[src/sv/rope_pkg.sv]
package rope_pkg;

  typedef struct packed {
    logic [15:0] x_first;
    logic [15:0] x_second;
    logic [31:0] cos_bits;
    logic [31:0] sin_bits;
    logic        last_pair;
  } rope_in_t;

  typedef struct packed {
    logic [15:0] y_first;
    logic [15:0] y_second;
    logic        last_out;
  } rope_out_t;

  localparam logic [15:0] BF16_QNAN = 16'h7FC0;
  localparam logic [31:0] F32_QNAN  = 32'h7FC00000;

  // Classification of an FP32 operand.
  typedef struct packed {
    logic       sign;
    logic       is_nan;
    logic       is_inf;
    logic       is_zero;
    logic [9:0] exp;   // unbiased plus 127, subnormals use 1
    logic [23:0] man;  // with hidden bit
  } rope_fp_t;

  function automatic rope_fp_t fp_unpack(input logic [31:0] v);
    rope_fp_t r;
    r.sign    = v[31];
    r.is_nan  = (v[30:23] == 8'hFF) && (v[22:0] != 23'd0);
    r.is_inf  = (v[30:23] == 8'hFF) && (v[22:0] == 23'd0);
    r.is_zero = (v[30:0] == 31'd0);
    r.exp     = (v[30:23] == 8'd0) ? 10'd1 : {2'b00, v[30:23]};
    r.man     = {(v[30:23] != 8'd0), v[22:0]};
    return r;
  endfunction

  // Count leading zeros of a 50-bit vector.
  function automatic logic [5:0] clz50(input logic [49:0] v);
    logic [5:0] n;
    logic       found;
    n = 6'd50;
    found = 1'b0;
    for (int k = 49; k >= 0; k--) begin
      if (!found && v[k]) begin
        n = 6'(49 - k);
        found = 1'b1;
      end
    end
    return n;
  endfunction

  // Round a normalized-left magnitude to FP32, nearest even.
  // mag has its leading one at bit 49 or is zero; e is the exponent of bit 49
  // with bias 127, as a signed value.
  function automatic logic [31:0] fp_round(input logic sign, input logic signed [11:0] e,
                                           input logic [49:0] mag);
    logic [49:0] m;
    logic signed [11:0] ex;
    logic [11:0] sh;
    logic        sticky;
    logic [24:0] kept;
    logic        g;
    logic        st;
    logic [24:0] rnd;
    logic [31:0] r;
    m = mag;
    ex = e;
    sticky = 1'b0;
    // Denormalize when below the normal range.
    if (ex < 12'sd1) begin
      sh = 12'(12'sd1 - ex);
      if (sh > 12'd50) begin
        sticky = |m;
        m = 50'd0;
      end else begin
        for (int k = 0; k < 50; k++) begin
          if (12'(k) < sh) sticky = sticky | m[k];
        end
        m = m >> sh;
      end
      ex = 12'sd0;
    end
    kept = {1'b0, m[49:26]};
    g    = m[25];
    st   = (|m[24:0]) | sticky;
    rnd  = kept + 25'(g & (st | kept[0]));
    if (rnd[24]) begin
      rnd = rnd >> 1;
      ex  = ex + 12'sd1;
    end else if (ex == 12'sd0 && rnd[23]) begin
      ex = 12'sd1;
    end
    if (ex >= 12'sd255) begin
      r = {sign, 8'hFF, 23'd0};
    end else begin
      r = {sign, ex[7:0], rnd[22:0]};
    end
    return r;
  endfunction

  function automatic logic [15:0] f32_to_bf16(input logic [31:0] u);
    logic [31:0] t;
    if (u[30:23] == 8'hFF && u[22:0] != 23'd0) begin
      return BF16_QNAN;
    end
    t = u + 32'h7FFF + {31'd0, u[16]};
    return t[31:16];
  endfunction

endpackage

[src/sv/rope_mul.sv]
// Two-stage FP32 multiplier: mantissa product registered, then rounding.
module rope_mul import rope_pkg::*; (
  input  logic        clk,
  input  logic        en,
  input  logic [31:0] a,
  input  logic [31:0] b,
  output logic [31:0] p
);
  rope_fp_t fa, fb;
  logic [47:0] prod_nxt;
  logic [47:0] prod_r;
  logic signed [11:0] e_r, e_nxt;
  logic sign_r, nan_r, inf_r;
  logic sign_nxt, nan_nxt, inf_nxt;
  logic [5:0] lz;
  logic [49:0] norm;
  logic [31:0] p_nxt;
  logic [31:0] p_r;

  // Unpack and multiply mantissas.
  always_comb begin
    fa = fp_unpack(a);
    fb = fp_unpack(b);
    prod_nxt = fa.man * fb.man;
    sign_nxt = fa.sign ^ fb.sign;
    nan_nxt  = fa.is_nan | fb.is_nan | (fa.is_inf & fb.is_zero) | (fb.is_inf & fa.is_zero);
    inf_nxt  = fa.is_inf | fb.is_inf;
    // Bit 47 of the product weighs 2^(ea+eb-254+1).
    e_nxt    = $signed({2'b00, fa.exp}) + $signed({2'b00, fb.exp}) - 12'sd126;
  end

  always_ff @(posedge clk) begin
    if (en) begin
      prod_r <= prod_nxt;
      e_r    <= e_nxt;
      sign_r <= sign_nxt;
      nan_r  <= nan_nxt;
      inf_r  <= inf_nxt;
    end
  end

  // Normalize and round.
  always_comb begin
    lz   = clz50({prod_r, 2'b00});
    norm = {prod_r, 2'b00} << lz;
    if (nan_r) begin
      p_nxt = F32_QNAN;
    end else if (inf_r) begin
      p_nxt = {sign_r, 8'hFF, 23'd0};
    end else if (prod_r == 48'd0) begin
      p_nxt = {sign_r, 31'd0};
    end else begin
      p_nxt = fp_round(sign_r, e_r - $signed({6'd0, lz}), norm);
    end
  end

  always_ff @(posedge clk) begin
    if (en) p_r <= p_nxt;
  end
  assign p = p_r;
endmodule

[config.mk]
export PLATFORM = sky130hd
export DESIGN_NAME = rope_mul
export DESIGN_NICKNAME = d
export VERILOG_FILES = /design/src/sv/rope_pkg.sv /design/src/sv/rope_mul.sv
export SDC_FILE = /design/constraint.sdc
export NUM_CORES = 2
export LEC_CHECK = 0
export BUFFER_PORTS_ARGS = -buffer_cell sky130_fd_sc_hd__buf_2
export CAP_MARGIN = 20
export CORE_MARGIN = 1
export CORE_UTILIZATION = 45
export CTS_CLUSTER_DIAMETER = 80
export CTS_CLUSTER_SIZE = 12
export DETAILED_ROUTE_END_ITERATION = 12
export SLEW_MARGIN = 25
export SYNTH_ARGS = -nofsm -noshare
export SYNTH_HDL_FRONTEND = slang
export SYNTH_SLANG_ARGS = --single-unit
[constraint.sdc]
create_clock -name clk -period 10.74 [get_ports clk]
set_input_delay 0.537 -clock clk [delete_from_list [all_inputs] [get_ports clk]]
set_output_delay 0.537 -clock clk [all_outputs]
set_load 0.02 [all_outputs]
# ---- Word-level counts from Yosys, hierarchy flattened
# Index checks and enable logic that the tools add are counted.
dict set report word_totals {
  memories 0
  ramBits 0
  latch_bits 0
  out_inout_bits 32
  romBits 0
  register_bits 95
}
dict set report op_classes {
  eq_ne 2
  add_sub_neg 6
  n_lt_le_gt_ge 53
  mul 1
  shifts 2
  muxes 415
  div_mod_pow 0
  n_reduce_logical 115
  bitwise 59
}
# op n
set ops {}
lappend ops {{$mux 1} 347}
lappend ops {{$mux 6} 48}
lappend ops {{$mux 50} 5}
lappend ops {{$lt 6x12->1 const A} 18}
lappend ops {{$lt 5x12->1 const A} 16}
lappend ops {{$mux 12} 9}
lappend ops {{$lt 4x12->1 const A} 8}
lappend ops {{$logic_not 31->1} 2}
lappend ops {{$mux 31} 2}
lappend ops {{$or 1x1->1} 55}
lappend ops {{$logic_and 1x1->1} 52}
lappend ops {{$reduce_or 50->1} 1}
lappend ops {{$shl 50x6->50} 1}
lappend ops {{$shr 50x12->50} 1}
lappend ops {{$logic_not 48->1} 1}
lappend ops {{$lt 3x12->1 const A} 4}
lappend ops {{$mul 24x24->48} 1}
lappend ops {{$logic_not 1->1} 47}
lappend ops {{$logic_not 23->1} 2}
lappend ops {{$mux 23} 2}
lappend ops {{$reduce_bool 23->1} 2}
lappend ops {{$add 24x1->25} 1}
lappend ops {{$reduce_or 25->1} 1}
lappend ops {{$lt 1x12->1 const A} 2}
lappend ops {{18 further kinds} 25}

# ---- Longest topological paths before layout
dict set report logic_depth {
  word_depth 508
  depth_mapped 42
  ltp_nobuf 35
}

# ---- Worst setup path before layout
# Ideal clock, no wire load.
dict set report synth_timing {
  path_type {flip-flop to flip-flop}
  startpoint {register prod_r[7]}
  endpoint {register p_r[13] (netlist: p[13]), data pin}
  synth_period_minus_slack_ps 8911
  stages_incl_launch_ff 40
  arrival_ps 8760
  n_path_buf 7
  path_slack_ps 1829
  path_cell_list {edfxtp_1 > or4_4 > nor4_1 > or4b_4 > and3_1 > buf_6 > nand2_8 > inv_4 > buf_6 > buf_6 > buf_4 > ha_1 > nor2b_1 > o2111ai_1 > nand3b_1 > xor2_1 > or3b_2 > o32ai_1 > (+4 left out) > a41oi_1 > nand2_1 > a22oi_1 > o21ai_0 > a2bb2oi_1 > and2_1 > ha_1 > inv_1 > a21o_1 > nand4b_4 > nor4b_4 > and3_1 > buf_4 > a31oi_4 > a2111oi_4 > o21ai_2 > buf_2 > nor3_2}
}
dict set report synth_between {
  elab_chain_len 387
  word_cells_on_any_way 462
  cone_classes {add/sub: 4; order compare: 53; shift: 2; mux: 330; bitwise: 52; reduce/logical: 21}
}
# item line_no
set synth_rtl {}
lappend synth_rtl {{from (decl)} rope_mul.sv:11} ;# logic [47:0] prod_r;
lappend synth_rtl {{from (signal assigned)} rope_mul.sv:34} ;# prod_r <= prod_nxt;
lappend synth_rtl {{$logic_and 1x1->1} rope_pkg.sv:48} ;# if (!found && v[k]) begin
lappend synth_rtl {{$mux 1} rope_pkg.sv:48}
lappend synth_rtl {{$logic_not 1->1} rope_pkg.sv:48}
lappend synth_rtl {{$logic_and 1x1->1} rope_pkg.sv:48}
lappend synth_rtl {{$mux 1} rope_pkg.sv:48}
lappend synth_rtl {{$logic_not 1->1} rope_pkg.sv:48}
lappend synth_rtl {{$logic_and 1x1->1} rope_pkg.sv:48}
lappend synth_rtl {{$mux 1} rope_pkg.sv:48}
lappend synth_rtl {{(+371 left out)} n/a}
lappend synth_rtl {{$logic_and 1x1->1} rope_pkg.sv:94} ;# end else if (ex == 12'sd0 && rnd[23]) begin
lappend synth_rtl {{$mux 12} rope_pkg.sv:94}
lappend synth_rtl {{$mux 12} rope_pkg.sv:91} ;# if (rnd[24]) begin
lappend synth_rtl {{$mux 12} rope_mul.sv:50} ;# end else if (prod_r == 48'd0) begin
lappend synth_rtl {{$mux 12} rope_mul.sv:48} ;# end else if (inf_r) begin
lappend synth_rtl {{$mux 12} rope_mul.sv:46} ;# if (nan_r) begin
lappend synth_rtl {{$ge 12x9->1} rope_pkg.sv:97} ;# if (ex >= 12'sd255) begin
lappend synth_rtl {{$reduce_or 4->1 (no source line)} n/a}
lappend synth_rtl {{to (signal assigned)} rope_mul.sv:58} ;# if (en) p_r <= p_nxt;
lappend synth_rtl {{to (decl)} rope_mul.sv:18} ;# logic [31:0] p_r;
# Several ways; a longest one is shown, not always the timed one. The select of a mux whose other input is x is not followed.
# A chain may end at the register's enable or synchronous reset.

==> flow_summary.ini <==
[status]
status = finished clean

[hold_path]
min_from = a[31]
min_path_type = in2reg

[detailed_routing]
wl_per_cell_um = 26.34
dr.pass1.iters = 7
ant_nets = 0
drc_errors = 0
drt_first_iter_violations = 4308
finalWirelength_um = 134500
via_per_inst = 6.388
vias = 32613

[timing]
min_period_ns = 9.464
rsz0062_at_grt = no
setup_viol = 0
fmax_mhz = 105.7
period_share_pct = 88.12
skew_ns = 0.01780
drv_slew = 0
relSlewSlack_pct = 29.09
finalHoldViolations = 0
worstMarginPinSlew_ns = 1.060
setup_tns_ns = 0

[setup_path]
path_class = reg2reg
reg2reg_slack_ns = 1.28
r2r_start = prod_r[17]
critPathLaunchType = flop
cp_slowest_cell = edfxtp_1
end_kind = flop
arrival_ns = 9.58
cpPeakStageDelay_ns = 0.60
crit_start = prod_r[17]
cp.required_ns = 10.86
crit_path_frequent_cell = o2111ai_1
critical_path.max_fanout = 22

[grt]
grt_pass1_wl_um = 205000
grt_overflow_total = 0
grt_util_all_layers_pct = 36.05
grt_pass1_vias = 32801
antenna_found_initial = 2
grt_max_degree = 69

[die]
initial_core_util_pct = 45.56
die_h_um = 274.3
num_rows = 99
dieWidth_um = 274.3
pin_count = 98
coreArea_um2 = 73210
die_area_um2 = 75210

[clocking]
clk_latency_ns = 0.38
cts_num_sinks = 93
cts_tree = yes
root_buffer = clkbuf_16
htree_num_levels = 3
cts_setup_buffers = 0
clk_path_buf_depth = 2
cts_resized = 0
path_clk_slew_ns = 0.08
hold_buffers = 0
cts_buffers = 9

[synth]
yosysUniqueCellTypes = 121
synth-seq-cells = 93
synthFlopType = edfxtp_1
yosys_warnings = 0
ys_async_sr_fraction_pct = 0
synth_fp_nets = 4879
synth_area_um2 = 33350
postSynthCellCount = 4129
synth-edff-count = 93
ys_seq_area_share_pct = 8.373
syn_avg_cell_area_um2 = 8.078

[final_layout]
final_nets = 4888
final_layout_size_suffix_gt1_share_pct = 9.751
syn2layout_area_growth_pct = 6.553
layout.cells.non_filler = 5105
fillCellCount = 7252

[placement]
dp.final_hpwl_um = 104300
gp_congestion = 1.096
dp.cells = 5086
portBuffers = 97

[job]
drv_cap = 0
cells in the final DEF (no fill, tap or decap), types with 23 or more instances in the layout:
master,n
o21ai_0,161
o21ai_1,27
a31oi_1,24
nand3_1,125
buf_2,96
nor3_1,94
xor2_1,23
o22ai_1,34
a221oi_1,23
xnor2_1,59
o31ai_1,28
edfxtp_1,93
nand4_1,35
buf_4,150
fa_1,483
and2_1,237
ha_1,199
a22oi_1,28
a211oi_1,33
o211ai_1,76
inv_1,556
nor4_1,45
nor2_1,228
a21oi_1,161
mux2i_1,36
nand2_1,602
area by class of cell:
cell class / count / area [µm²] / share of cell area, %
Clock inverter: 7 / 70.07 / 0.1971
Inverter: 564 / 2123 / 5.974
Clock buffer: 9 / 225.2 / 0.6337
Antenna cell: 3 / 7.507 / 0.02112
Sequential cell: 93 / 2793 / 7.858
Multi-Input combinational cell: 3222 / 27480 / 77.31
Timing Repair Buffer: 248 / 1647 / 4.633
Tap cell: 959 / 1200 / 3.376
critical path: cells and delay by family (launching register included):
family	cells	cell delay (ns)
simple gates	16	4.30
flops	1	0.60
fa+ha+maj	2	0.56
buf+inv	4	0.64
compound gates	11	2.70
xor+xnor	2	0.36
kinds of logic (layout without fill, tap and decap cells):
| logic type | count (synthesis) | count (layout) | synth area share, % |
|---|---|---|---|
| multiplexers | 52 | 52 | 1.823 |
| other | 0 | 3 | 0 |
| AND/OR/NAND/NOR | 1523 | 1523 | 22.52 |
| flip-flops | 93 | 93 | 8.373 |
| adder cells (fa/ha/maj) | 686 | 686 | 36.61 |
| XOR/XNOR | 85 | 85 | 2.254 |
| AO/OA/AOI/OAI | 876 | 876 | 18.88 |
| buffers and inverters | 814 | 828 | 9.536 |
final timing paths:
path | endpoint | cells past startpoint
max reg2reg | p[2] | 35
min | sign_r | 2
max | p[2] | 35
min reg2reg | p[31] | 1
sequential cells by signal, indices dropped and copies added, names as in the netlist:
register,flops
p,32
nan_r,1
e_r,10
inf_r,1
prod_r,48
sign_r,1
cell usage after synthesis, types with 11 or more instances:
cell type  count  share of area (%)
a2111oi_0     11               0.29
a211oi_1      34               0.77
a21o_1        19               0.43
a21oi_1      161                2.4
a221oi_1      23               0.60
a22o_1        14               0.37
a22oi_1       28               0.63
a31oi_1       25               0.47
a32oi_1       13               0.34
a41oi_1       11               0.29
and2_1       237                4.4
and3_1        19               0.36
buf_1         12               0.14
buf_2         29               0.44
clkbuf_1     195                2.2
edfxtp_1      93                8.4
fa_1         484                 29
ha_1         200                7.5
inv_1        557                6.3
mux2i_1       36                1.1
nand2_1      602                6.8
nand3_1      125                1.9
nand4_1       35               0.66
nor2_1       230                2.6
nor2b_1       20               0.38
nor3_1        94                1.4
nor3_2        16               0.48
nor4_1        45               0.84
o2111ai_1     20               0.53
o211ai_1      76                1.7
o21a_1        17               0.38
o21ai_0      162                2.4
o21ai_1       26               0.39
o221ai_1      18               0.47
o22ai_1       34               0.64
o31ai_1       29               0.65
or3_1         17               0.32
xnor2_1       60                1.6
xor2_1        24               0.63
per-layer routing:
layer	vias up	GRT usage (%)	part of all wire (%)
li1	14076	-	-
met2	2100	57.89	45
met1	15909	45.28	38
met3	526	6.936	9.7
met5	-	0	0.0052
met4	2	20.73	6.9
through the flow:
step	utilization, %	area (µm²)	setup slack (ns)	hold slack, ns
4_1_cts	48.52	35520	1.399	0.4376
3_5_place_dp	48.12	35230	1.003	0.5805
5_1_grt	48.54	35540	0.7618	0.4480
2_1_floorplan	-	33350	1.829	0.5091
3_3_place_gp	48.11	35220	1.174	0.5567
6_report	48.55	35540	1.276	0.4513
Power is left out: the tool's default activity adds up to more than one toggle a clock period on the data nets, which glitch-free logic cannot reach.
