[src/sv/rope_pkg.sv]
package rope_pkg;

  typedef struct packed {
    logic [15:0] x_first;
    logic [15:0] x_second;
    logic [31:0] cos_bits;
    logic [31:0] sin_bits;
    logic        last_pair;
  } rope_in_t;

  typedef struct packed {
    logic [15:0] y_first;
    logic [15:0] y_second;
    logic        last_out;
  } rope_out_t;

  localparam logic [15:0] BF16_QNAN = 16'h7FC0;
  localparam logic [31:0] F32_QNAN  = 32'h7FC00000;

  // Classification of an FP32 operand.
  typedef struct packed {
    logic       sign;
    logic       is_nan;
    logic       is_inf;
    logic       is_zero;
    logic [9:0] exp;   // unbiased plus 127, subnormals use 1
    logic [23:0] man;  // with hidden bit
  } rope_fp_t;

  function automatic rope_fp_t fp_unpack(input logic [31:0] v);
    rope_fp_t r;
    r.sign    = v[31];
    r.is_nan  = (v[30:23] == 8'hFF) && (v[22:0] != 23'd0);
    r.is_inf  = (v[30:23] == 8'hFF) && (v[22:0] == 23'd0);
    r.is_zero = (v[30:0] == 31'd0);
    r.exp     = (v[30:23] == 8'd0) ? 10'd1 : {2'b00, v[30:23]};
    r.man     = {(v[30:23] != 8'd0), v[22:0]};
    return r;
  endfunction

  // Count leading zeros of a 50-bit vector.
  function automatic logic [5:0] clz50(input logic [49:0] v);
    logic [5:0] n;
    logic       found;
    n = 6'd50;
    found = 1'b0;
    for (int k = 49; k >= 0; k--) begin
      if (!found && v[k]) begin
        n = 6'(49 - k);
        found = 1'b1;
      end
    end
    return n;
  endfunction

  // Round a normalized-left magnitude to FP32, nearest even.
  // mag has its leading one at bit 49 or is zero; e is the exponent of bit 49
  // with bias 127, as a signed value.
  function automatic logic [31:0] fp_round(input logic sign, input logic signed [11:0] e,
                                           input logic [49:0] mag);
    logic [49:0] m;
    logic signed [11:0] ex;
    logic [11:0] sh;
    logic        sticky;
    logic [24:0] kept;
    logic        g;
    logic        st;
    logic [24:0] rnd;
    logic [31:0] r;
    m = mag;
    ex = e;
    sticky = 1'b0;
    // Denormalize when below the normal range.
    if (ex < 12'sd1) begin
      sh = 12'(12'sd1 - ex);
      if (sh > 12'd50) begin
        sticky = |m;
        m = 50'd0;
      end else begin
        for (int k = 0; k < 50; k++) begin
          if (12'(k) < sh) sticky = sticky | m[k];
        end
        m = m >> sh;
      end
      ex = 12'sd0;
    end
    kept = {1'b0, m[49:26]};
    g    = m[25];
    st   = (|m[24:0]) | sticky;
    rnd  = kept + 25'(g & (st | kept[0]));
    if (rnd[24]) begin
      rnd = rnd >> 1;
      ex  = ex + 12'sd1;
    end else if (ex == 12'sd0 && rnd[23]) begin
      ex = 12'sd1;
    end
    if (ex >= 12'sd255) begin
      r = {sign, 8'hFF, 23'd0};
    end else begin
      r = {sign, ex[7:0], rnd[22:0]};
    end
    return r;
  endfunction

  function automatic logic [15:0] f32_to_bf16(input logic [31:0] u);
    logic [31:0] t;
    if (u[30:23] == 8'hFF && u[22:0] != 23'd0) begin
      return BF16_QNAN;
    end
    t = u + 32'h7FFF + {31'd0, u[16]};
    return t[31:16];
  endfunction

endpackage

[src/sv/rope_add.sv]
// Two-stage FP32 adder: align and add registered, then normalize and round.
module rope_add import rope_pkg::*; (
  input  logic        clk,
  input  logic        en,
  input  logic [31:0] a,
  input  logic [31:0] b,
  input  logic        sub,
  output logic [31:0] s
);
  rope_fp_t fa, fb, big, sml;
  logic [31:0] bb;
  logic swap;
  logic [9:0] d;
  logic [49:0] mb, ms;
  logic sticky;
  logic [50:0] sum_nxt, sum_r;
  logic signed [11:0] e_r;
  logic sign_r, nan_r, inf_r, infs_r, zz_r, zsign_r;
  logic [5:0] lz;
  logic [50:0] norm;
  logic [31:0] s_nxt;
  logic [31:0] s_r;

  always_comb begin
    bb = {b[31] ^ sub, b[30:0]};
    fa = fp_unpack(a);
    fb = fp_unpack(bb);
    swap = {fb.exp, fb.man} > {fa.exp, fa.man};
    big = swap ? fb : fa;
    sml = swap ? fa : fb;
    d = big.exp - sml.exp;
    mb = {big.man, 26'd0};
    ms = {sml.man, 26'd0};
    sticky = 1'b0;
    if (d > 10'd49) begin
      sticky = |ms;
      ms = 50'd0;
    end else begin
      for (int k = 0; k < 50; k++) begin
        if (10'(k) < d) sticky = sticky | ms[k];
      end
      ms = ms >> d;
    end
    ms[0] = ms[0] | sticky;
    if (big.sign == sml.sign) sum_nxt = {1'b0, mb} + {1'b0, ms};
    else                      sum_nxt = {1'b0, mb} - {1'b0, ms};
  end

  always_ff @(posedge clk) begin
    if (en) begin
      sum_r   <= sum_nxt;
      e_r     <= $signed({2'b00, big.exp}) + 12'sd1;
      sign_r  <= big.sign;
      nan_r   <= fa.is_nan | fb.is_nan | (fa.is_inf & fb.is_inf & (fa.sign != fb.sign));
      inf_r   <= fa.is_inf | fb.is_inf;
      infs_r  <= fa.is_inf ? fa.sign : fb.sign;
      zz_r    <= fa.is_zero & fb.is_zero;
      zsign_r <= fa.sign & fb.sign;
    end
  end

  always_comb begin
    lz   = clz50(sum_r[50:1]);
    norm = sum_r << lz;
    if (nan_r) begin
      s_nxt = F32_QNAN;
    end else if (inf_r) begin
      s_nxt = {infs_r, 8'hFF, 23'd0};
    end else if (zz_r) begin
      s_nxt = {zsign_r, 31'd0};
    end else if (sum_r == 51'd0) begin
      s_nxt = 32'd0;
    end else begin
      // Sticky bit 0 stays below the round position.
      s_nxt = fp_round(sign_r, e_r - $signed({6'd0, lz}), norm[50:1] | {49'd0, norm[0]});
    end
  end

  always_ff @(posedge clk) begin
    if (en) s_r <= s_nxt;
  end
  assign s = s_r;
endmodule

[config.mk]
export PLATFORM = sky130hd
export DESIGN_NAME = rope_add
export DESIGN_NICKNAME = d
export VERILOG_FILES = /design/src/sv/rope_pkg.sv /design/src/sv/rope_add.sv
export SDC_FILE = /design/constraint.sdc
export NUM_CORES = 1
export LEC_CHECK = 0
export ABC_AREA = 1
export BUFFER_PORTS_ARGS = -buffer_cell sky130_fd_sc_hd__buf_4
export CAP_MARGIN = 20
export CORE_MARGIN = 2
export CORE_UTILIZATION = 40
export CTS_BUF_LIST = sky130_fd_sc_hd__clkbuf_4
export DETAILED_ROUTE_END_ITERATION = 8
export PLACE_DENSITY = 0.55
export SYNTH_ARGS = -nofsm -noshare
export SYNTH_HDL_FRONTEND = slang
export SYNTH_SLANG_ARGS = --single-unit
[constraint.sdc]
create_clock -name clk -period 11.2 [get_ports clk]
set_clock_uncertainty 0.2 [all_clocks]
set_input_delay 2.24 -clock clk [delete_from_list [all_inputs] [get_ports clk]]
set_output_delay 2.24 -clock clk [all_outputs]
set_load 0.05 [all_outputs]
Word-level counts from Yosys, hierarchy flattened:

Index checks and enable logic that the tools add are counted.

* register bits: 101
* logic and storage cells: 838
* input port bits: 67
* output and inout port bits: 32

* shift operators: 3
* reductions and logical operators: 120
* order comparisons: 79
* add/subtract/negate cells: 8
* multiplexer cells: 527
* equal/unequal tests: 4
* bitwise gates (word level): 86

Operator list (number)
* $mux W1: 449
* $mux W50: 7
* $mux W6: 50
* $lt A6 B12 Y1 const A: 18
* $lt A5 B12 Y1 const A: 16
* $lt A6 B10 Y1 const A: 18
* $mux W12: 11
* $lt A4 B12 Y1 const A: 8
* $mux W32: 3
* $or A1 B1 Y1: 79
* $mux W38: 2
* $logic_not A31 Y1: 2
* $lt A5 B10 Y1 const A: 6
* $logic_and A1 B1 Y1: 54
* $add A50 B50 Y51: 1
* $logic_not A51 Y1: 1
* $mux W51: 1
* $shl A51 B6 Y51: 1
* $sub A50 B50 Y51: 1
* $or A50 B1 Y50: 1
* $reduce_or A50 Y1: 1
* $shr A50 B10 Y50: 1
* $shr A50 B12 Y50: 1
* $logic_not A1 Y1: 49
* 31 further kinds: 46

Logic depth before layout (Yosys ltp):

Gate-level depths: netlist of the first run.

* depth in word-level cells: 566
* mapped depth: 60
* mapped depth without buffers: 59

Least setup slack after synthesis of the first run:

Ideal clock, no wire load.

* path kind: input -> register
* start point: input port a[27]
* end point: register sum_r[47], data pin
* stages: 54
* arrival time: 8.868 ns
* setup time: 0.253 ns
* required time: 10.747 ns
* path buffers: 1
* slack: 1.879 ns
* path through: nor4_1 > nand4_1 > inv_1 > nor2_1 > ha_1 > a221oi_1 > nor2_1 > o21ai_1 > o211ai_1 > a211o_1 > nand2_1 > inv_1 > o21ai_1 > inv_1 > o31ai_1 > ha_1 > or2_2 > a21oi_1 > [... 18 more ...] > o21bai_1 > a21oi_1 > nor2_1 > nor2_1 > inv_1 > a21oi_1 > inv_1 > a21oi_1 > o21ai_0 > a21oi_1 > nor2_1 > nor2_1 > o21ai_0 > nand2_1 > nand2_1 > xor2_1 > nand2_1 > nand2_1

* word-level cells in the longest chain between the ends: 80
* elaborated cells between the ends (all ways): 112
* classes of those cells: 3 x add/sub; 26 x order compare; 1 x eq/ne; 1 x shift; 53 x mux; 25 x bitwise; 3 x reduce/logical

Ends and longest elaborated chain
* from (decl): line rope_add.sv:5 `input logic [31:0] a,`
* $logic_not A8 Y1: line rope_pkg.sv:36 `r.exp = (v[30:23] == 8'd0) ? 10'd1 : {2'b00, v[30:23]};`
* $mux W8: line rope_pkg.sv:36
* $gt A32 B32 Y1: line rope_add.sv:28 `swap = {fb.exp, fb.man} > {fa.exp, fa.man};`
* $mux W38 (on tied branches): line rope_add.sv:29, rope_add.sv:30
* $sub A10 B10 Y10: line rope_add.sv:31 `d = big.exp - sml.exp;`
* $lt A5 B10 Y1: line rope_add.sv:40 `if (10'(k) < d) sticky = sticky | ms[k];`
* $mux W1: line rope_add.sv:40
* $mux W1: line rope_add.sv:35 `if (d > 10'd49) begin`
* [... 65 more ...]
* $mux W1: line rope_add.sv:35
* $or A1 B1 Y1: line rope_add.sv:40
* $mux W1: line rope_add.sv:40
* $mux W1: line rope_add.sv:35
* $or A1 B1 Y1: line rope_add.sv:44 `ms[0] = ms[0] | sticky;`
* $sub A50 B50 Y51 or $add A50 B50 Y51 (tied branches): line rope_add.sv:46, rope_add.sv:45
* $mux W51 *: line rope_add.sv:45 `if (big.sign == sml.sign) sum_nxt = {1'b0, mb} + {1'b0, ms};`
* named net sum_nxt[47]: line rope_add.sv:16 `logic [50:0] sum_nxt, sum_r;`
* to (signal assigned): line rope_add.sv:51 `sum_r <= sum_nxt;`
* to (decl): line rope_add.sv:16

The timed path passes the listed nets; every way through them passes the cells marked *. The select of a mux whose other input is x is not followed.
A chain may end at the register's enable or synchronous reset.

Worst setup path in the final report of the first run:

Same ends and word-level chain as after synthesis.

==> results of run 1 <==
==> cell type report <==
| cell class | count | share of cell area, % |
|---|---|---|
| clock inverters | 6 | 0.2596 |
| flip-flops and latches | 98 | 12.99 |
| diodes | 1 | 0.01105 |
| clock buffers | 9 | 0.2983 |
| repair buffers | 151 | 5.004 |
| multi-input cells | 3165 | 70.95 |
| inverters | 402 | 6.683 |
| well taps | 688 | 3.800 |
==> sequential cells by signal (all words and copies together) (netlist names) <==
name	flops
zz_r	1
infs_r	1
sign_r	1
sum_r	51
zsign_r	1
e_r	9
nan_r	1
inf_r	1
s	32
==> worst max-delay path, delay by kind of cell <==
| family | cells | cell delay (ns) |
|---|---|---|
| xor gates and xnor gates | 1 | 0.14 |
| adders and majority gates | 3 | 0.80 |
| AOI/OAI and AO/OA | 20 | 3.66 |
| buffers and inverters | 7 | 1.05 |
| and+or+nand+nor | 23 | 2.43 |
==> per-stage QoR <==
step	cell area, µm²	hold WS [ns]	cells	setup slack (ns)
after global placement	22520	0.3567	4504	0.6794
final	22650	0.4045	4520	0.9447
after floorplan	21420	0.3325	3854	1.879
after global routing	22650	0.4182	4520	0.08750
after detailed placement	22520	0.3829	4504	0.5623
after CTS	22650	0.4068	4519	1.103
==> per-layer routing <==
metal	up-vias	track usage [%]	part of all wire (%)
met3	194	3.025	6.8
met4	2	14.57	5.0
met1	12100	41.22	43
met2	1183	50.48	45
met5	-	0	0.015
li1	12970	-	-
==> placed cells by master (no fill, tap or decap), types with 8 or more instances in the layout <==
cell type  Yosys  final
nor2_1       327    327
nand2_2       21     23
buf_4         13    151
inv_2         12     12
ha_1          95     95
inv_1        382    382
o21ai_0      222    222
nor2_2        17     16
edfxtp_1      98     98
nand2_1     1086   1084
o22ai_1       19     19
nor2_4        16     17
a21oi_1      144    144
o211ai_1      16     16
a31oi_1       19     19
xnor2_1       28     28
or2_2         11     11
clkbuf_4       0      9
a211oi_1       9      9
o21bai_1       8      8
o21ai_1       21     21
nor4_1        22     22
nand4_1      130    130
nand3_1      765    765
xor2_1        61     61
nor3_1        30     30
==> worst min path at each step <==
stage                                start                  end  cells past startpoint
final                      nan_r$_DFFE_PP_  s[31]$_SDFFCE_PP0P_                      1
after global routing       nan_r$_DFFE_PP_  s[31]$_SDFFCE_PP0P_                      1
after CTS                  nan_r$_DFFE_PP_  s[31]$_SDFFCE_PP0P_                      1
after detailed placement  infs_r$_DFFE_PP_  s[31]$_SDFFCE_PP0P_                      2
after global placement    infs_r$_DFFE_PP_  s[31]$_SDFFCE_PP0P_                      2
after floorplan           infs_r$_DFFE_PP_  s[31]$_SDFFCE_PP0P_                      2
==> kinds of logic after synthesis <==
| logic type | share of synthesized area [%] |
|---|---|
| buf+inv | 11.30 |
| simple gates | 51.84 |
| xor+xnor | 3.638 |
| compound gates | 13.71 |
| mux | 0.04672 |
| fa+ha+maj | 5.735 |
| flops | 13.74 |
==> power groups by stage <==
stage	sequential [mW]	clock (mW)	combinational, mW
after CTS	0.513	0.190	3.24
after floorplan	0.530	0	2.25
after global routing	0.521	0.199	3.65
after detailed placement	0.522	0	3.23
after global placement	0.522	0	3.26
final	0.515	0.180	3.33
==> results.json, run 1 <==
{
  "synth-seq-cells": 98,
  "crit_path_top_delay_cell": "ha_1",
  "r2r_cells": 52,
  "async_flop_share_pct": 0,
  "die_area_um2": 55430,
  "post-cts-setup-buffers": 0,
  "worst_pin_slew_ns": 1.086,
  "r2r_start": "sum_r[42]$_DFFE_PP_",
  "crit_top_cell": "nand2_1",
  "wire_per_inst_um": 19.75,
  "pwr-share-comb_pct": 82.7,
  "die_w_um": 235.4,
  "overflow": 0,
  "ys_top_cells_by_count": "nand2_1, nand3_1, inv_1",
  "hold_buffers": 0,
  "rsz0062_at_grt": "no",
  "synth.most_common_cell": "nand2_1",
  "netlist_area_um2": 21420,
  "p_leak_nw": 11.08,
  "cts_tree": "done",
  "ff_latch_area_um2": 2943,
  "firstDrtPassIters": 8,
  "drt_wl_total_mm": 89.25,
  "hpwl_mm": 71.94,
  "max_slew_margin_pct": 26.83,
  "synth_largest_area_cell": "nand2_1",
  "status": "complete, no violations",
  "synth_warnings": 0,
  "ios": 99,
  "detail-route-antenna-nets": 0,
  "synthTopCellsByArea": "nand2_1, nand3_1, edfxtp_1",
  "required_ns": 11.28,
  "post-route-period-util_pct": 91.56,
  "synth_seq_area_share_pct": 13.74,
  "fin_tns_setup_ns": 0,
  "antenna_found_initial": 2,
  "setup_violations": 0,
  "via_per_inst": 5.851,
  "multi_input_area_um2": 16070,
  "drv_cap": 0,
  "power.density_nw_per_um2": 177.7,
  "nFillCells": 6066,
  "hold_violations": 0,
  "postLayoutCoreUtil_pct": 42.94,
  "cts_resized": 0,
  "cp.arrival_ns": 10.34,
  "cts_sinks": 98,
  "path_max_fanout": 13,
  "hp-class": "reg -> reg",
  "portBuffers": 98,
  "yosysUniqueCellTypes": 67,
  "place_congestion": 1.024,
  "core_area_um2": 52760,
  "initial_core_util_pct": 40.61,
  "grt.total_usage_pct": 30.99,
  "min_period_ns": 10.26,
  "clkPwrFrac_pct": 4.5,
  "num_vias": 26450,
  "slew_viol_final": 0,
  "synth_edf_count": 98,
  "path_clk_slew_ns": 0.17,
  "die_y_um": 235.4,
  "max_stage_delay_ns": 0.40,
  "grt_pass1_wl_mm": 138.0,
  "crit_end": "sum_r[47]$_DFFE_PP_",
  "switching_share_pct": 64.45,
  "avgSynthCellArea_um2": 5.559,
  "grt_max_degree": 68,
  "grt_pass1_vias": 24170,
  "root_buffer": "clkbuf_4",
  "fin_nets": 3991,
  "cts_max_level": 3,
  "syn_nets": 4018,
  "cp-start-kind": "primary input",
  "rr_endpoint": "s[22]$_SDFFCE_PP1P_",
  "drive_gt1_share_pct": 7.283,
  "drc_errors": 0,
  "vdd_ir_drop_max_mv": 0.1191,
  "clock_latency_ns": 0.50,
  "p_int_mw": 1.431,
  "crit_start": "a[27]",
  "power.total_mw": 4.025,
  "fmaxAchievable_mhz": 97.51,
  "area_delta_synth_final_pct": 5.735,
  "rows": 84,
  "synth_ff_type": "edfxtp_1",
  "first_iter_violations": 3059,
  "crit_type": "in -> reg",
  "seqPwrFrac_pct": 12.8,
  "numCtsBuffers": 9,
  "clockBufferDepth": 2,
  "power_switching_mw": 2.594,
  "cp-end-kind": "flip-flop",
  "synth_top_area_share_pct": 19.03,
  "netlist_instances": 3854,
  "reg2reg_slack_ns": 1.77
}
Note: power is estimated with default switching activity, not from simulation.
==> run 2: changes to the inputs <==
--- a/config.mk
+++ b/config.mk
@@ -5,7 +5,7 @@
 export SDC_FILE = /design/constraint.sdc
 export NUM_CORES = 1
 export LEC_CHECK = 0
-export ABC_AREA = 1
+export ABC_AREA = 0
 export BUFFER_PORTS_ARGS = -buffer_cell sky130_fd_sc_hd__buf_4
 export CAP_MARGIN = 20
 export CORE_MARGIN = 2
==> results.json, run 2 <==
{
  "cts_sinks": 98,
  "wire_per_inst_um": 30.61,
  "max_slew_margin_pct": 15.20,
  "pwr-share-comb_pct": 83.9,
  "cts_max_level": 3,
  "crit_path_top_delay_cell": "a221oi_1",
  "crit_type": "in -> reg",
  "setup_violations": 0,
  "root_buffer": "clkbuf_4",
  "ff_latch_area_um2": 2943,
  "hold_ws_ns": 0.4224,
  "min_period_ns": 10.68,
  "dpl.cell_count": 4158,
  "synth_fa_ha_area_share_pct": 5.333,
  "clock_latency_ns": 0.52,
  "fin_nets": 3569,
  "cts_tree": "done",
  "grt_max_degree": 71,
  "fin_ws_ns": 0.5152,
  "core_area_um2": 57590,
  "syn_nets": 3518,
  "cp-start-kind": "primary input",
  "synthSimpleGateAreaFrac_pct": 28.69,
  "p_leak_nw": 9.601,
  "nFillCells": 5977,
  "async_flop_share_pct": 0,
  "avgSynthCellArea_um2": 6.926,
  "crit_top_cell": "a21oi_1",
  "area_delta_synth_final_pct": 10.11,
  "ys_top_cells_by_count": "nand2_1, nor2_1, a21oi_1",
  "cp.arrival_ns": 10.76,
  "die_y_um": 245.0,
  "clkPwrFrac_pct": 4.4,
  "pre_cts_slack_ns": 0.02055,
  "clockBufferDepth": 2,
  "overflow": 0,
  "layout_commonest_cell": "nand2_1",
  "power_switching_mw": 3.121,
  "synth.most_common_cell": "nand2_1",
  "drc_errors": 1,
  "largest_register_ffs": 51,
  "synth_ff_type": "edfxtp_1",
  "portBuffers": 98,
  "grt_pass1_vias": 28230,
  "final_cell_area_um2": 25580,
  "firstDrtPassIters": 9,
  "power.density_nw_per_um2": 194.6,
  "slew_viol_final": 0,
  "antenna_found_initial": 1,
  "synthTopCellsByArea": "edfxtp_1, nand2_1, a21oi_1",
  "multi_input_area_um2": 18960,
  "synth_top_family_by_area": "compound AO/OA/AOI/OAI gates",
  "r2r_cells": 33,
  "layout.cells.non_filler": 4175,
  "drt_wl_total_mm": 127.8,
  "dpl_cell_area_um2": 25400,
  "detail-route-antenna-nets": 0,
  "mostFrequentLayoutCells": "nand2_1, nor2_1, buf_4, a21oi_1, o21ai_0",
  "hp-class": "reg -> reg",
  "drv_cap": 0,
  "hold_depth": 1,
  "synth-seq-cells": 98,
  "first_iter_violations": 4148,
  "synth_largest_area_cell": "edfxtp_1",
  "p_int_mw": 1.855,
  "top_register": "sum_r",
  "power.total_mw": 4.976,
  "die_area_um2": 60020,
  "num_vias": 30120,
  "numCtsBuffers": 9,
  "violations": "DRC",
  "hold_buffers": 0,
  "grt.total_usage_pct": 40.90,
  "synth_top_area_share_pct": 12.67,
  "postLayoutCoreUtil_pct": 44.42,
  "path_clk_slew_ns": 0.15,
  "hold_violations": 0,
  "via_per_inst": 7.214,
  "netlist_instances": 3354,
  "synth.mux.area_fraction_pct": 8.672,
  "rows": 88,
  "cp-end-kind": "flip-flop",
  "post-route-period-util_pct": 95.40,
  "synth_compound_gate_area_share_pct": 34.67,
  "hpwl_mm": 100.6,
  "initial_core_util_pct": 40.34,
  "synth_xor_area_share_pct": 3.469,
  "status": "finished, violations left",
  "die_w_um": 245.0,
  "max_stage_delay_ns": 0.69,
  "grt_pass1_wl_mm": 186.3,
  "synth_seq_area_share_pct": 12.67,
  "worst_pin_slew_ns": 1.264,
  "fin_tns_setup_ns": 0,
  "netlist_area_um2": 23230,
  "synth_edf_count": 98,
  "path_max_fanout": 30,
  "yosysUniqueCellTypes": 118,
  "switching_share_pct": 62.72,
  "drive_gt1_share_pct": 13.96,
  "synth_warnings": 0,
  "required_ns": 11.27,
  "place_congestion": 1.055,
  "ios": 99,
  "vdd_ir_drop_max_mv": 0.1376,
  "seqPwrFrac_pct": 11.7,
  "fmaxAchievable_mhz": 93.59
}
run 2: worst max-delay path, delay by kind of cell:
kind                     cells  cell delay [ns]
buffers and inverters        4             0.70
XOR/XNOR                     1             0.11
AND/OR/NAND/NOR             10             2.07
adder cells (fa/ha/maj)      3             1.03
AO/OA/AOI/OAI               23             4.60
run 2: layout make-up:
class                           count  share of cell area [%]
Timing Repair Buffer              266                   7.993
Clock buffer                        9                  0.2642
Inverter                          134                   1.986
Tap cell                          765                   3.742
Sequential cell                    98                   11.51
Clock inverter                      6                  0.3522
Multi-Input combinational cell   2896                   74.15
Antenna cell                        1                0.009784
run 2: timing repair:
item,in CTS,in global routing
gates resized for setup,0,3
setup endpoints to repair,0,24
buffers inserted,0,0
hold endpoints to repair,0,0
run 2: per-layer routing:
layer | wire (µm) | global-route usage (%) | vias to the layer above
met2 | 56280 | 64.61 | 2178
met3 | 13380 | 8.233 | 508
li1 | - | - | 13040
met5 | 0 | 0 | -
met4 | 10020 | 27.26 | 0
met1 | 48100 | 50.36 | 14390
run 2: cells by family after synthesis:
kind of cell	after synthesis
DFF	98
buffers and inverters	360
adders and majority gates	98
and+or+nand+nor	1358
muxes	164
AOI/OAI and AO/OA	1184
xor gates and xnor gates	92
run 2: worst paths after layout:
check	start	to	slack [ns]
worst min-delay path	nan_r$_DFFE_PP_	s[31]$_SDFFCE_PP0P_	0.42
worst min register to register	nan_r$_DFFE_PP_	s[31]$_SDFFCE_PP0P_	0.42
worst max register to register	sum_r[45]$_DFFE_PP_	s[22]$_SDFFCE_PP1P_	0.58
worst max-delay path	a[23]	sum_r[49]$_DFFE_PP_	0.52
run 2: power groups by stage:
stage               logic (mW)  registers [mW]  clock network (mW)
CTS                       3.98           0.576               0.227
global placement          3.98           0.582                   0
detailed placement        3.96           0.584                   0
finish                    4.17           0.584               0.219
floorplan                 2.52           0.553                   0
global route              4.32           0.587               0.240
